==> config.mk <==
export PLATFORM = sky130hd
export DESIGN_NAME = msi_vector_region_allocator_core
export DESIGN_NICKNAME = d
export VERILOG_FILES = /design/src/msivra_pkg.sv /design/src/msivra_bitmap.sv /design/src/msivra_ctrl.sv /design/src/msi_vector_region_allocator_core.sv
export VERILOG_INCLUDE_DIRS = /design/src /design/src/src
export SDC_FILE = /design/constraint.sdc
export NUM_CORES = 1
export LEC_CHECK = 0
export BUFFER_PORTS_ARGS = -buffer_cell sky130_fd_sc_hd__buf_2
export CAP_MARGIN = 20
export CORE_MARGIN = 3
export CORE_UTILIZATION = 69
export CTS_CLUSTER_DIAMETER = 60
export DETAILED_ROUTE_END_ITERATION = 12
export MAX_ROUTING_LAYER = met4
export PLACE_DENSITY = 0.95
export SLEW_MARGIN = 20
export SYNTH_ARGS = -nofsm -noshare
export SYNTH_HDL_FRONTEND = slang
export SYNTH_SLANG_ARGS = --single-unit
==> constraint.sdc <==
create_clock -name clk -period 13.55 [get_ports clk]
set_input_delay 2.71 -clock clk [delete_from_list [all_inputs] [get_ports clk]]
set_output_delay 2.71 -clock clk [all_outputs]
set_load 0.01 [all_outputs]
==> src/msi_vector_region_allocator_core_macros.svh <==
// assertion macros shared by the allocator rtl
`ifndef MSI_VECTOR_REGION_ALLOCATOR_CORE_MACROS_SVH
`define MSI_VECTOR_REGION_ALLOCATOR_CORE_MACROS_SVH

// checked only while out of reset
`define MSIVRA_ASSERT(lbl, prop, msg) \
	lbl: assert property (@(posedge clk) disable iff (!arst_n) prop) \
	else $error(msg);

// checked at every edge, reset included
`define MSIVRA_ASSERT_ALWAYS(lbl, prop, msg) \
	lbl: assert property (@(posedge clk) prop) else $error(msg);

`endif

==> src/msivra_pkg.sv <==
// shared types, constants and helpers of the msi vector region allocator
package msivra_pkg;

	localparam int DEF_MAX_VECTORS = 512;
	localparam int WORD_W          = 32;
	localparam int WORD_SH         = 5;
	localparam int CNT_W           = 10;
	localparam int VEC_W           = 9;
	localparam int K_W             = 4;
	localparam int VC_RESET        = 512;

	localparam logic OP_ALLOC = 1'b0;
	localparam logic OP_FREE  = 1'b1;

	localparam logic ST_OK   = 1'b0;
	localparam logic ST_FULL = 1'b1;

	typedef struct packed {
		logic             op;
		logic [CNT_W-1:0] count;
		logic [VEC_W-1:0] start;
	} req_t;

	typedef struct packed {
		logic             valid;
		logic             status;
		logic [VEC_W-1:0] grant;
	} res_t;

	// log2 of the count rounded up to a power of two; 0 and 1 give 0
	function automatic logic [K_W-1:0] pow2_k(input logic [CNT_W-1:0] n);
		logic [K_W-1:0] k;
		k = K_W'(CNT_W);
		for (int i = CNT_W; i >= 0; i--) begin
			if (((CNT_W+1)'(1) << i) >= {1'b0, n}) begin
				k = K_W'(i);
			end
		end
		return k;
	endfunction

endpackage

==> src/msivra_bitmap.sv <==
// occupancy bitmap word memory with per-word valid bits cleared at reset
module msivra_bitmap #(
	parameter int MAX_VECTORS = msivra_pkg::DEF_MAX_VECTORS,
	localparam int WORDS = (MAX_VECTORS + msivra_pkg::WORD_W - 1) / msivra_pkg::WORD_W,
	localparam int WA_W  = (WORDS > 1) ? $clog2(WORDS) : 1
) (
	input  logic                          clk,
	input  logic                          arst_n,
	input  logic                          rd_en,
	input  logic [WA_W-1:0]               rd_addr,
	output logic [msivra_pkg::WORD_W-1:0] rd_data,
	input  logic                          wr_en,
	input  logic [WA_W-1:0]               wr_addr,
	input  logic [msivra_pkg::WORD_W-1:0] wr_data
);
	import msivra_pkg::*;

	logic [WORD_W-1:0] mem_q [WORDS];
	logic [WORD_W-1:0] rdata_q;
	logic [WORDS-1:0]  vld_q;
	logic              rvld_q;

	always_ff @(posedge clk) begin
		if (wr_en) begin
			mem_q[wr_addr] <= wr_data;
		end
		if (rd_en) begin
			rdata_q <= mem_q[rd_addr];
		end
	end

	// a word never written reads as all free
	always_ff @(posedge clk or negedge arst_n) begin
		if (!arst_n) begin
			vld_q  <= '0;
			rvld_q <= 1'b0;
		end else begin
			if (wr_en) begin
				vld_q[wr_addr] <= 1'b1;
			end
			if (rd_en) begin
				rvld_q <= vld_q[rd_addr];
			end
		end
	end

	assign rd_data = rvld_q ? rdata_q : '0;

endmodule

==> src/msivra_ctrl.sv <==
// scan and update sequencer: word-wise read, evaluate, write back
`include "msi_vector_region_allocator_core_macros.svh"

module msivra_ctrl #(
	parameter int MAX_VECTORS = msivra_pkg::DEF_MAX_VECTORS,
	localparam int WORDS = (MAX_VECTORS + msivra_pkg::WORD_W - 1) / msivra_pkg::WORD_W,
	localparam int WA_W  = (WORDS > 1) ? $clog2(WORDS) : 1
) (
	input  logic                          clk,
	input  logic                          arst_n,
	input  logic                          req_valid,
	input  msivra_pkg::req_t              req,
	output logic                          ready,
	input  logic [msivra_pkg::CNT_W-1:0]  bound,
	output msivra_pkg::res_t              res,
	input  logic                          res_ready,
	output logic                          rd_en,
	output logic [WA_W-1:0]               rd_addr,
	input  logic [msivra_pkg::WORD_W-1:0] rd_data,
	output logic                          wr_en,
	output logic [WA_W-1:0]               wr_addr,
	output logic [msivra_pkg::WORD_W-1:0] wr_data
);
	import msivra_pkg::*;

	localparam int WC_W  = $clog2(WORDS + 33);
	localparam int POS_W = WC_W + WORD_SH + 1;
	localparam int KS_W  = $clog2(WORD_SH + 1);
	localparam int SS_W  = WORD_SH + 1;
	localparam int IX_W  = WORD_SH;

	localparam logic [2:0] ST_IDLE = 3'd0;
	localparam logic [2:0] ST_RD   = 3'd1;
	localparam logic [2:0] ST_EV   = 3'd2;
	localparam logic [2:0] ST_WR   = 3'd3;
	localparam logic [2:0] ST_DONE = 3'd4;

	localparam logic [WORD_W-1:0] ONES = {WORD_W{1'b1}};

	logic [2:0]       state_q, state_d;
	logic             op_q;
	logic [K_W-1:0]   k_q;
	logic [VEC_W-1:0] start_q;
	logic [WC_W-1:0]  w_q, w_d, rs_q, rs_d, n_q, n_d;
	logic             status_q, status_d;
	logic [VEC_W-1:0] grant_q, grant_d;

	logic              wide_req;
	logic [KS_W-1:0]   ks;
	logic [SS_W-1:0]   s_small;
	logic [WORD_W-1:0] smask;
	logic [POS_W-1:0]  s_ext, wbase, rsbase, bnd_ext, start_p, hi, end_p, rem;
	logic [WC_W-1:0]   nw;
	logic [WORD_W-1:0] usable, occ, cand, setm, clr, amask;
	logic              found;
	logic [IX_W-1:0]   idx, lo_off, hi_off;

	assign wide_req = k_q > K_W'(WORD_SH);
	assign ks       = wide_req ? KS_W'(WORD_SH) : k_q[KS_W-1:0];
	assign s_small  = SS_W'(1) << ks;
	assign smask    = ONES >> (SS_W'(WORD_W) - s_small);
	// alignment mask for the group size
	assign amask    = WORD_W'(s_small - SS_W'(1));
	assign s_ext    = POS_W'(1) << k_q;
	assign nw       = WC_W'(s_ext >> WORD_SH);
	assign wbase    = POS_W'(w_q) << WORD_SH;
	assign rsbase   = POS_W'(rs_q) << WORD_SH;
	assign bnd_ext  = POS_W'(bound);
	assign start_p  = POS_W'(start_q);
	assign hi       = start_p + s_ext - POS_W'(1);
	assign end_p    = ((hi >> WORD_SH) > POS_W'(WORDS - 1)) ? POS_W'(WORDS - 1)
	                                                        : (hi >> WORD_SH);

	// bits at or above the placement bound count as taken
	assign rem    = bnd_ext - wbase;
	assign usable = (rem >= POS_W'(WORD_W)) ? ONES : ~(ONES << rem[IX_W-1:0]);
	assign occ    = rd_data | ~usable;

	// aligned free groups inside one word, lowest first
	always_comb begin
		cand  = '0;
		found = 1'b0;
		idx   = '0;
		for (int i = 0; i < WORD_W; i++) begin
			cand[i] = ((WORD_W'(i) & amask) == '0) && (((occ >> i) & smask) == '0);
		end
		for (int i = WORD_W - 1; i >= 0; i--) begin
			if (cand[i]) begin
				found = 1'b1;
				idx   = IX_W'(i);
			end
		end
	end

	assign setm = smask << idx;

	// free: bits of the region that fall into the current word
	assign lo_off = (start_p <= wbase) ? '0 : IX_W'(start_p - wbase);
	assign hi_off = (hi >= wbase + POS_W'(WORD_W - 1)) ? IX_W'(WORD_W - 1)
	                                                   : IX_W'(hi - wbase);
	assign clr    = (ONES << lo_off) & (ONES >> (IX_W'(WORD_W - 1) - hi_off));

	always_comb begin
		state_d  = state_q;
		w_d      = w_q;
		rs_d     = rs_q;
		n_d      = n_q;
		status_d = status_q;
		grant_d  = grant_q;
		rd_en    = 1'b0;
		wr_en    = 1'b0;
		wr_data  = rd_data;
		unique case (state_q)
			ST_IDLE: begin
				if (req_valid) begin
					state_d = ST_RD;
					w_d     = (req.op == OP_FREE) ? WC_W'(req.start >> WORD_SH) : '0;
					rs_d    = '0;
					n_d     = '0;
				end
			end
			ST_RD: begin
				if (op_q == OP_FREE) begin
					if (POS_W'(w_q) > end_p) begin
						state_d  = ST_DONE;
						status_d = ST_OK;
						grant_d  = start_q;
					end else begin
						rd_en   = 1'b1;
						state_d = ST_EV;
					end
				end else if (!wide_req) begin
					if (wbase >= bnd_ext) begin
						state_d  = ST_DONE;
						status_d = ST_FULL;
						grant_d  = '0;
					end else begin
						rd_en   = 1'b1;
						state_d = ST_EV;
					end
				end else begin
					if (n_q == '0 && rsbase + s_ext > bnd_ext) begin
						state_d  = ST_DONE;
						status_d = ST_FULL;
						grant_d  = '0;
					end else begin
						rd_en   = 1'b1;
						state_d = ST_EV;
					end
				end
			end
			ST_EV: begin
				if (op_q == OP_FREE) begin
					wr_en   = 1'b1;
					wr_data = rd_data & ~clr;
					w_d     = w_q + WC_W'(1);
					state_d = ST_RD;
				end else if (!wide_req) begin
					if (found) begin
						wr_en    = 1'b1;
						wr_data  = rd_data | setm;
						status_d = ST_OK;
						grant_d  = VEC_W'(wbase + POS_W'(idx));
						state_d  = ST_DONE;
					end else begin
						w_d     = w_q + WC_W'(1);
						state_d = ST_RD;
					end
				end else begin
					if (rd_data == '0) begin
						if (n_q == nw - WC_W'(1)) begin
							n_d     = '0;
							w_d     = rs_q;
							state_d = ST_WR;
						end else begin
							n_d     = n_q + WC_W'(1);
							w_d     = w_q + WC_W'(1);
							state_d = ST_RD;
						end
					end else begin
						rs_d    = rs_q + nw;
						w_d     = rs_q + nw;
						n_d     = '0;
						state_d = ST_RD;
					end
				end
			end
			ST_WR: begin
				wr_en   = 1'b1;
				wr_data = ONES;
				if (n_q == nw - WC_W'(1)) begin
					status_d = ST_OK;
					grant_d  = VEC_W'(rsbase);
					state_d  = ST_DONE;
				end else begin
					n_d = n_q + WC_W'(1);
					w_d = w_q + WC_W'(1);
				end
			end
			ST_DONE: begin
				if (res_ready) begin
					state_d = ST_IDLE;
				end
			end
			default: begin
				state_d = ST_IDLE;
			end
		endcase
	end

	assign rd_addr = w_q[WA_W-1:0];
	assign wr_addr = w_q[WA_W-1:0];

	always_ff @(posedge clk or negedge arst_n) begin
		if (!arst_n) begin
			state_q <= ST_IDLE;
			w_q     <= '0;
			rs_q    <= '0;
			n_q     <= '0;
		end else begin
			state_q <= state_d;
			w_q     <= w_d;
			rs_q    <= rs_d;
			n_q     <= n_d;
		end
	end

	always_ff @(posedge clk) begin
		if (state_q == ST_IDLE && req_valid) begin
			op_q    <= req.op;
			k_q     <= pow2_k(req.count);
			start_q <= req.start;
		end
		status_q <= status_d;
		grant_q  <= grant_d;
	end

	assign ready      = state_q == ST_IDLE;
	assign res.valid  = state_q == ST_DONE;
	assign res.status = status_q;
	assign res.grant  = grant_q;

	`MSIVRA_ASSERT(a_no_rd_wr_same_cycle, !(rd_en && wr_en), "read and write in one cycle")
	`MSIVRA_ASSERT(a_rd_then_eval, rd_en |=> state_q == ST_EV, "read not followed by evaluate")
	`MSIVRA_ASSERT(a_fail_grant_zero, res.valid && res.status == ST_FULL |-> res.grant == '0, "failed allocate with nonzero start")

endmodule

==> src/msi_vector_region_allocator_core.sv <==
// top level of the msi vector region allocator: stream ports, register, output stage
// Allocates and frees power-of-two blocks of interrupt vectors held in an occupancy
// bitmap of MAX_VECTORS bits, stored as 32-bit words in a single-port-style memory
// with a registered read. One request is worked at a time; s_tready is high
// only while the sequencer is idle, and a finished result sits in an output register
// so the next request can start while it waits. Every bitmap word visited is read,
// then evaluated, and written back where it changes. Allocate of up to 32 vectors
// scans words until a fit. Larger allocate checks the words of each aligned region,
// then writes every word of the granted region. Free visits every word the region
// touches, and an unaligned start touches one more word. The bitmap needs no
// clearing pass: every word has a valid bit cleared by reset and an unwritten word
// reads as all free. vector_count may be written only while idle.
`include "msi_vector_region_allocator_core_macros.svh"

module msi_vector_region_allocator_core #(
	parameter int MAX_VECTORS = msivra_pkg::DEF_MAX_VECTORS
) (
	input  logic        clk,
	input  logic        arst_n,
	// request channel
	input  logic        s_tvalid,
	output logic        s_tready,
	input  logic [23:0] s_tdata,   // region_count [9:0], start_vector [18:10], zero pad
	input  logic [0:0]  s_tuser,   // opcode [0]
	// result channel
	output logic        m_tvalid,
	input  logic        m_tready,
	output logic [15:0] m_tdata,   // granted_vector [8:0], zero pad
	output logic [0:0]  m_tuser,   // status [0]
	// vector_count register
	input  logic        cfg_we,
	input  logic [9:0]  cfg_wdata
);
	import msivra_pkg::*;

	localparam int WORDS = (MAX_VECTORS + WORD_W - 1) / WORD_W;
	localparam int WA_W  = (WORDS > 1) ? $clog2(WORDS) : 1;
	localparam int CMAX  = (1 << CNT_W) - 1;

	// placement bound never exceeds the bitmap size
	localparam logic [CNT_W-1:0] MAX_CLIP = CNT_W'((MAX_VECTORS > CMAX) ? CMAX : MAX_VECTORS);

	logic [CNT_W-1:0]  vcount_q;
	logic [CNT_W-1:0]  bound;
	req_t              req;
	res_t              res;
	logic              res_ready;
	logic              ctrl_ready;
	logic              rd_en, wr_en;
	logic [WA_W-1:0]   rd_addr, wr_addr;
	logic [WORD_W-1:0] rd_data, wr_data;
	logic              out_valid_q;
	logic              out_status_q;
	logic [VEC_W-1:0]  out_grant_q;

	// configuration register
	always_ff @(posedge clk or negedge arst_n) begin
		if (!arst_n) begin
			vcount_q <= CNT_W'(VC_RESET);
		end else if (cfg_we) begin
			vcount_q <= cfg_wdata;
		end
	end

	assign bound = (vcount_q > MAX_CLIP) ? MAX_CLIP : vcount_q;

	// unpack the request
	assign req.op    = s_tuser[0];
	assign req.count = s_tdata[CNT_W-1:0];
	assign req.start = s_tdata[CNT_W+VEC_W-1:CNT_W];

	assign s_tready = ctrl_ready;

	msivra_ctrl #(
		.MAX_VECTORS (MAX_VECTORS)
	) u_ctrl (
		.clk       (clk),
		.arst_n    (arst_n),
		.req_valid (s_tvalid),
		.req       (req),
		.ready     (ctrl_ready),
		.bound     (bound),
		.res       (res),
		.res_ready (res_ready),
		.rd_en     (rd_en),
		.rd_addr   (rd_addr),
		.rd_data   (rd_data),
		.wr_en     (wr_en),
		.wr_addr   (wr_addr),
		.wr_data   (wr_data)
	);

	msivra_bitmap #(
		.MAX_VECTORS (MAX_VECTORS)
	) u_bitmap (
		.clk     (clk),
		.arst_n  (arst_n),
		.rd_en   (rd_en),
		.rd_addr (rd_addr),
		.rd_data (rd_data),
		.wr_en   (wr_en),
		.wr_addr (wr_addr),
		.wr_data (wr_data)
	);

	// output register: loads when empty or being drained
	assign res_ready = !out_valid_q || m_tready;

	always_ff @(posedge clk or negedge arst_n) begin
		if (!arst_n) begin
			out_valid_q <= 1'b0;
		end else if (res_ready) begin
			out_valid_q <= res.valid;
		end
	end

	always_ff @(posedge clk) begin
		if (res.valid && res_ready) begin
			out_status_q <= res.status;
			out_grant_q  <= res.grant;
		end
	end

	assign m_tvalid   = out_valid_q;
	assign m_tuser[0] = out_status_q;
	assign m_tdata    = {{(16 - VEC_W){1'b0}}, out_grant_q};

	`MSIVRA_ASSERT(a_busy_after_accept, s_tvalid && s_tready |=> !s_tready, "request taken while busy")
	`MSIVRA_ASSERT(a_result_lands, res.valid && res_ready |=> m_tvalid, "result lost before output")
	`MSIVRA_ASSERT_ALWAYS(a_reset_empty, !arst_n |=> !m_tvalid, "output valid during reset")

endmodule

==> results of run 1 <==
-- Yosys cell counts (7+ instances only) --
library cell  number  area, um^2
a21o_1            15         113
buf_2             36         180
edfxtp_1         578       17400
buf_4             13        97.6
mux2_2            13         146
o22ai_1           33         206
nand4_1           26         163
inv_1             83         312
o21bai_1          12        90.1
a31oi_1           32         200
ha_1              69         863
nand2_1          243         912
o31ai_1           20         150
o2111ai_1          7        61.3
nor3_1            60         300
o211ai_1          30         225
nor2b_1           21         131
o21ai_0          143         716
nand2b_1          25         156
a2111oi_0         17         149
xnor2_1           22         193
buf_1             22        82.6
or2_2             28         175
a211oi_1          32         240
o221ai_1          14         123
a22o_1            11        96.3
or3_1             10        62.6
o21a_1            21         158
nand3_1           67         335
a21oi_1          147         736
a22oi_1           44         330
and2_1            24         150
nor2_1           146         548
a2bb2oi_1          8        70.1
a222oi_1          11         110
dfrtp_1           48        1200
clkbuf_1         117         439
a211o_1            9        78.8
mux4_2           165        3720
a221oi_1          27         236
mux2i_1           11         110
nor4_1            28         175
o21ai_1           21         105
-- cell families after synthesis --
| logic type | after synthesis | synth area share, % |
|---|---|---|
| xor gates and xnor gates | 25 | 0.657 |
| DFF | 627 | 55.7 |
| buffers and inverters | 276 | 3.41 |
| other | 2 | 0.0225 |
| adders and majority gates | 72 | 2.77 |
| muxes | 189 | 11.9 |
| AOI/OAI and AO/OA | 733 | 15.1 |
| and+or+nand+nor | 722 | 10.4 |
-- stage by stage --
stage          util, %  setup WS, ns  instance area, um^2  cells
3_5_place_dp      73.0          3.69                34400   3206
3_3_place_gp      72.9          4.14                34400   3205
4_1_cts           77.0          3.37                36300   3315
2_1_floorplan        -          5.03                33400   2653
-- per-layer routing --
layer,GRT usage [%],GRT overflow
met1,80.6,3
met2,89.0,7
met3,70.6,2
met4,72.6,1
met5,-,-
==> results.yml, run 1 <==
run_status:
  status: "aborted with a tool error"
  stop_stage: "5_1_grt"
  error: "[ERROR GRT-0232] Routing congestion too high. Check the congestion heatmap in the GUI."
grt:
  grt_usage_pct: 79.7
  antenna_found_initial: 32
  grt_remaining_overflow: 13
  grt_max_degree: 97
floorplan:
  chipWidth_um: 226
  initial_core_util_pct: 70.7
  io_pins: 59
  rows: 79
  die_h_um: 226
clock_network:
  ctsHoldBuffers: 0
  clock-sinks: 627
  post-cts-setup-buffers: 0
  post_cts_resized: 0
  root_buffer: "clkbuf_16"
  cts_buffer_depth: 3
  numCtsBuffers: 59
  h-tree-depth: 2
synth:
  async_flop_share_pct: 7.81
  yosysWarnings: 0
  yosysSeqAreaShare_pct: 55.7
  synth_edf_count: 578
  synthFlopType: "edfxtp_1"
  synth_area_um2: 33300
  ys_seq_elements: 627
  synth_cells: 2646
  synth_cell_type_count: 104
  avgSynthCellArea_um2: 12.6
place:
  hpwl_mm: 85.7
  place.gp.congestion: 1.15
  port_buffers: 46
==> run 2, diff against run 1 <==
Settings changed: CORE_UTILIZATION 69 to 40, CTS_CLUSTER_DIAMETER 60 to default, MAX_ROUTING_LAYER met4 to default, PLACE_DENSITY 0.95 to default, PLACE_DENSITY_LB_ADDON from default to 0.15.
==> results.yml, run 2 <==
sta:
  worst_pin_slew_ns: 1.17
  fmax_mhz: 102
  fin_crit_ns: 9.76
  hold_viol_final: 0
  rsz0062_at_grt: "no"
  drv_slew: 0
  setup_viol_count_final: 0
  skew_ns: 0.0384
  setup_tns_ns: 0
  fin_crit_sh_pct: 72.0
  slew_headroom_pct: 21.2
critical_path:
  path_max_fanout: 36
  cp.arrival_ns: 10.10
  crit_path_max_incr_delay_ns: 0.83
  required_ns: 13.89
  path_buf_inv: 7
  cp_top_family: "simple AND/OR/NAND/NOR gates"
  critPathCaptureType: "flip-flop"
  path_class: "reg2reg"
  crit_path_top_delay_cell: "nor4b_1"
  path_common_cell: "buf_4"
  startpoint_type: "flip-flop"
synth:
  synth_top_area_share_pct: 52.1
  async_flop_share_pct: 7.81
  ys_seq_elements: 627
  synth_commonest_cells: "edfxtp_1 (578), nand2_1 (243), mux4_2 (165), a21oi_1 (147), nor2_1 (146)"
  yosysWarnings: 0
  yosysSeqAreaShare_pct: 55.7
  synth.most_common_cell: "edfxtp_1"
  avgSynthCellArea_um2: 12.6
  synth_edf_count: 578
  synth_cell_type_count: 104
  synth_cells: 2646
  synth_area_leaders: "edfxtp_1 (52%), mux4_2 (11%), dfrtp_1 (3.6%)"
  synth_area_um2: 33300
  yosys.area.top_type: "edfxtp_1"
  synthFlopType: "edfxtp_1"
place:
  port_buffers: 46
  post-place-cells: 3692
  place.gp.congestion: 1.02
  hpwl_mm: 90.5
grt:
  grt_max_degree: 69
  grtUsageMet3_pct: 5.87
  grt_pass1_wl_mm: 191
  grt_usage_pct: 30.8
  grt_remaining_overflow: 0
  grtUsageMet1_pct: 41.8
  antenna_found_initial: 3
  grtUsageMet2_pct: 47.8
  grt_pass1_vias: 25316
  grt_busiest_layer: "met2"
clock_network:
  clock-sinks: 627
  clk_latency_ns: 0.62
  numCtsBuffers: 69
  ctsHoldBuffers: 0
  post_cts_resized: 0
  cts_tree: "done"
  root_buffer: "clkbuf_16"
  cts.clk_slew.worst_paths_ns: 0.06
  post-cts-setup-buffers: 0
  cts_buffer_depth: 3
  h-tree-depth: 3
detailed_routing:
  drt_iter0_drc: 3189
  ant_nets: 0
  vias: 25642
  drc: 0
  drtPass1Iterations: 8
  drt-total-wl_mm: 134
  vias_per_cell: 6.71
  wl_per_cell_um: 35.0
layout:
  layout.nets: 2808
  top_register: "u_bitmap.mem_q"
  n_fill_cell: 7455
  drive_above_1_share_pct: 19.6
  largest_reg_flops: 512
  final_cell_mix: "edfxtp_1 (578), nand2_1 (243), mux4_2 (165)"
  final_common_cell: "edfxtp_1"
  area_delta_synth_final_pct: 12.4
  finalNonFillerCells: 3821
  reg_top3: "u_bitmap.mem_q: 512 flops, u_bitmap.rdata_q: 32 flops, u_bitmap.vld_q: 16 flops"
floorplan:
  chipWidth_um: 295
  io_pins: 59
  fp.dieArea_um2: 86900
  rows: 105
  initial_core_util_pct: 40.5
  die_h_um: 295
  core_um2: 82400
job:
  maxCapViolations: 0
run_status:
  status: "complete, no violations"
pwr:
  ir_drop_uv: 136
  powerDensity_nw_per_um2: 221
  p_leak_nw: 12.5
min_path:
  hp-class: "reg2reg"
==> run 2: cell counts after synthesis <==
No cell type changed its count.
==> run 2: final cells by class <==
type                            count  area, um^2  share of cell area [%]
Sequential cell                   627       18600                    49.6
Clock buffer                       89        1860                    4.97
Tap cell                         1070        1340                    3.57
Multi-Input combinational cell   1750       13900                    37.0
Inverter                           86         324                   0.865
Clock inverter                     36         359                   0.958
Antenna cell                        1        2.50                 0.00668
Timing Repair Buffer              162        1110                    2.96
==> run 2: kinds of logic after synthesis <==
| group | Yosys count | synth area share [%] |
|---|---|---|
| flops | 627 | 55.7 |
| xor+xnor | 25 | 0.657 |
| simple gates | 722 | 10.4 |
| buf+inv | 276 | 3.41 |
| compound gates | 733 | 15.1 |
| other cells | 2 | 0.0225 |
| mux | 189 | 11.9 |
| fa+ha+maj | 72 | 2.77 |
==> run 2: worst paths after layout <==
kind	from	depth (start not counted)	slack (ns)	endpoint
setup reg to reg	u_ctrl.k_q[3]	27	3.79	u_bitmap.mem_q[10][27]
min in group asynchronous	arst_n	2	2.21	u_ctrl.state_q[0]
setup / recovery	u_ctrl.k_q[3]	27	3.79	u_bitmap.mem_q[10][27]
hold / removal	u_ctrl.grant_q[7]	0	0.42	out_grant_q[7]
hold reg to reg	u_ctrl.grant_q[7]	0	0.42	out_grant_q[7]
max in group asynchronous	arst_n	2	10.80	u_bitmap.rvld_q
==> run 2: where the power goes <==
group | internal, mW | switching (mW)
sequential | 2.63 | 0.222
combinational | 1.15 | 2.44
clock | 1.06 | 0.761
total | 4.85 | 3.42
==> run 2: layer usage <==
metal	wire, um	up-vias
met5	19	-
met4	7630	4
met3	10800	397
met2	60800	1442
met1	54500	13192
li1	-	10607
==> run 2: stage by stage <==
| step | util (%) | worst slack, ns | hold slack [ns] | area [um^2] | power [mW] |
|---|---|---|---|---|---|
| finish | 45.5 | 3.79 | 0.423 | 37500 | 8.27 |
| global route | 45.5 | 3.63 | 0.436 | 37500 | 8.60 |
| CTS | 45.4 | 3.95 | 0.419 | 37400 | 8.20 |
| detailed placement | 42.7 | 4.04 | 0.406 | 35200 | 6.36 |
| global placement | 42.7 | 3.76 | 0.407 | 35200 | 6.34 |
| floorplan | - | 5.03 | 0.400 | 33400 | 4.92 |
Note: power is estimated with default switching activity, not from simulation.
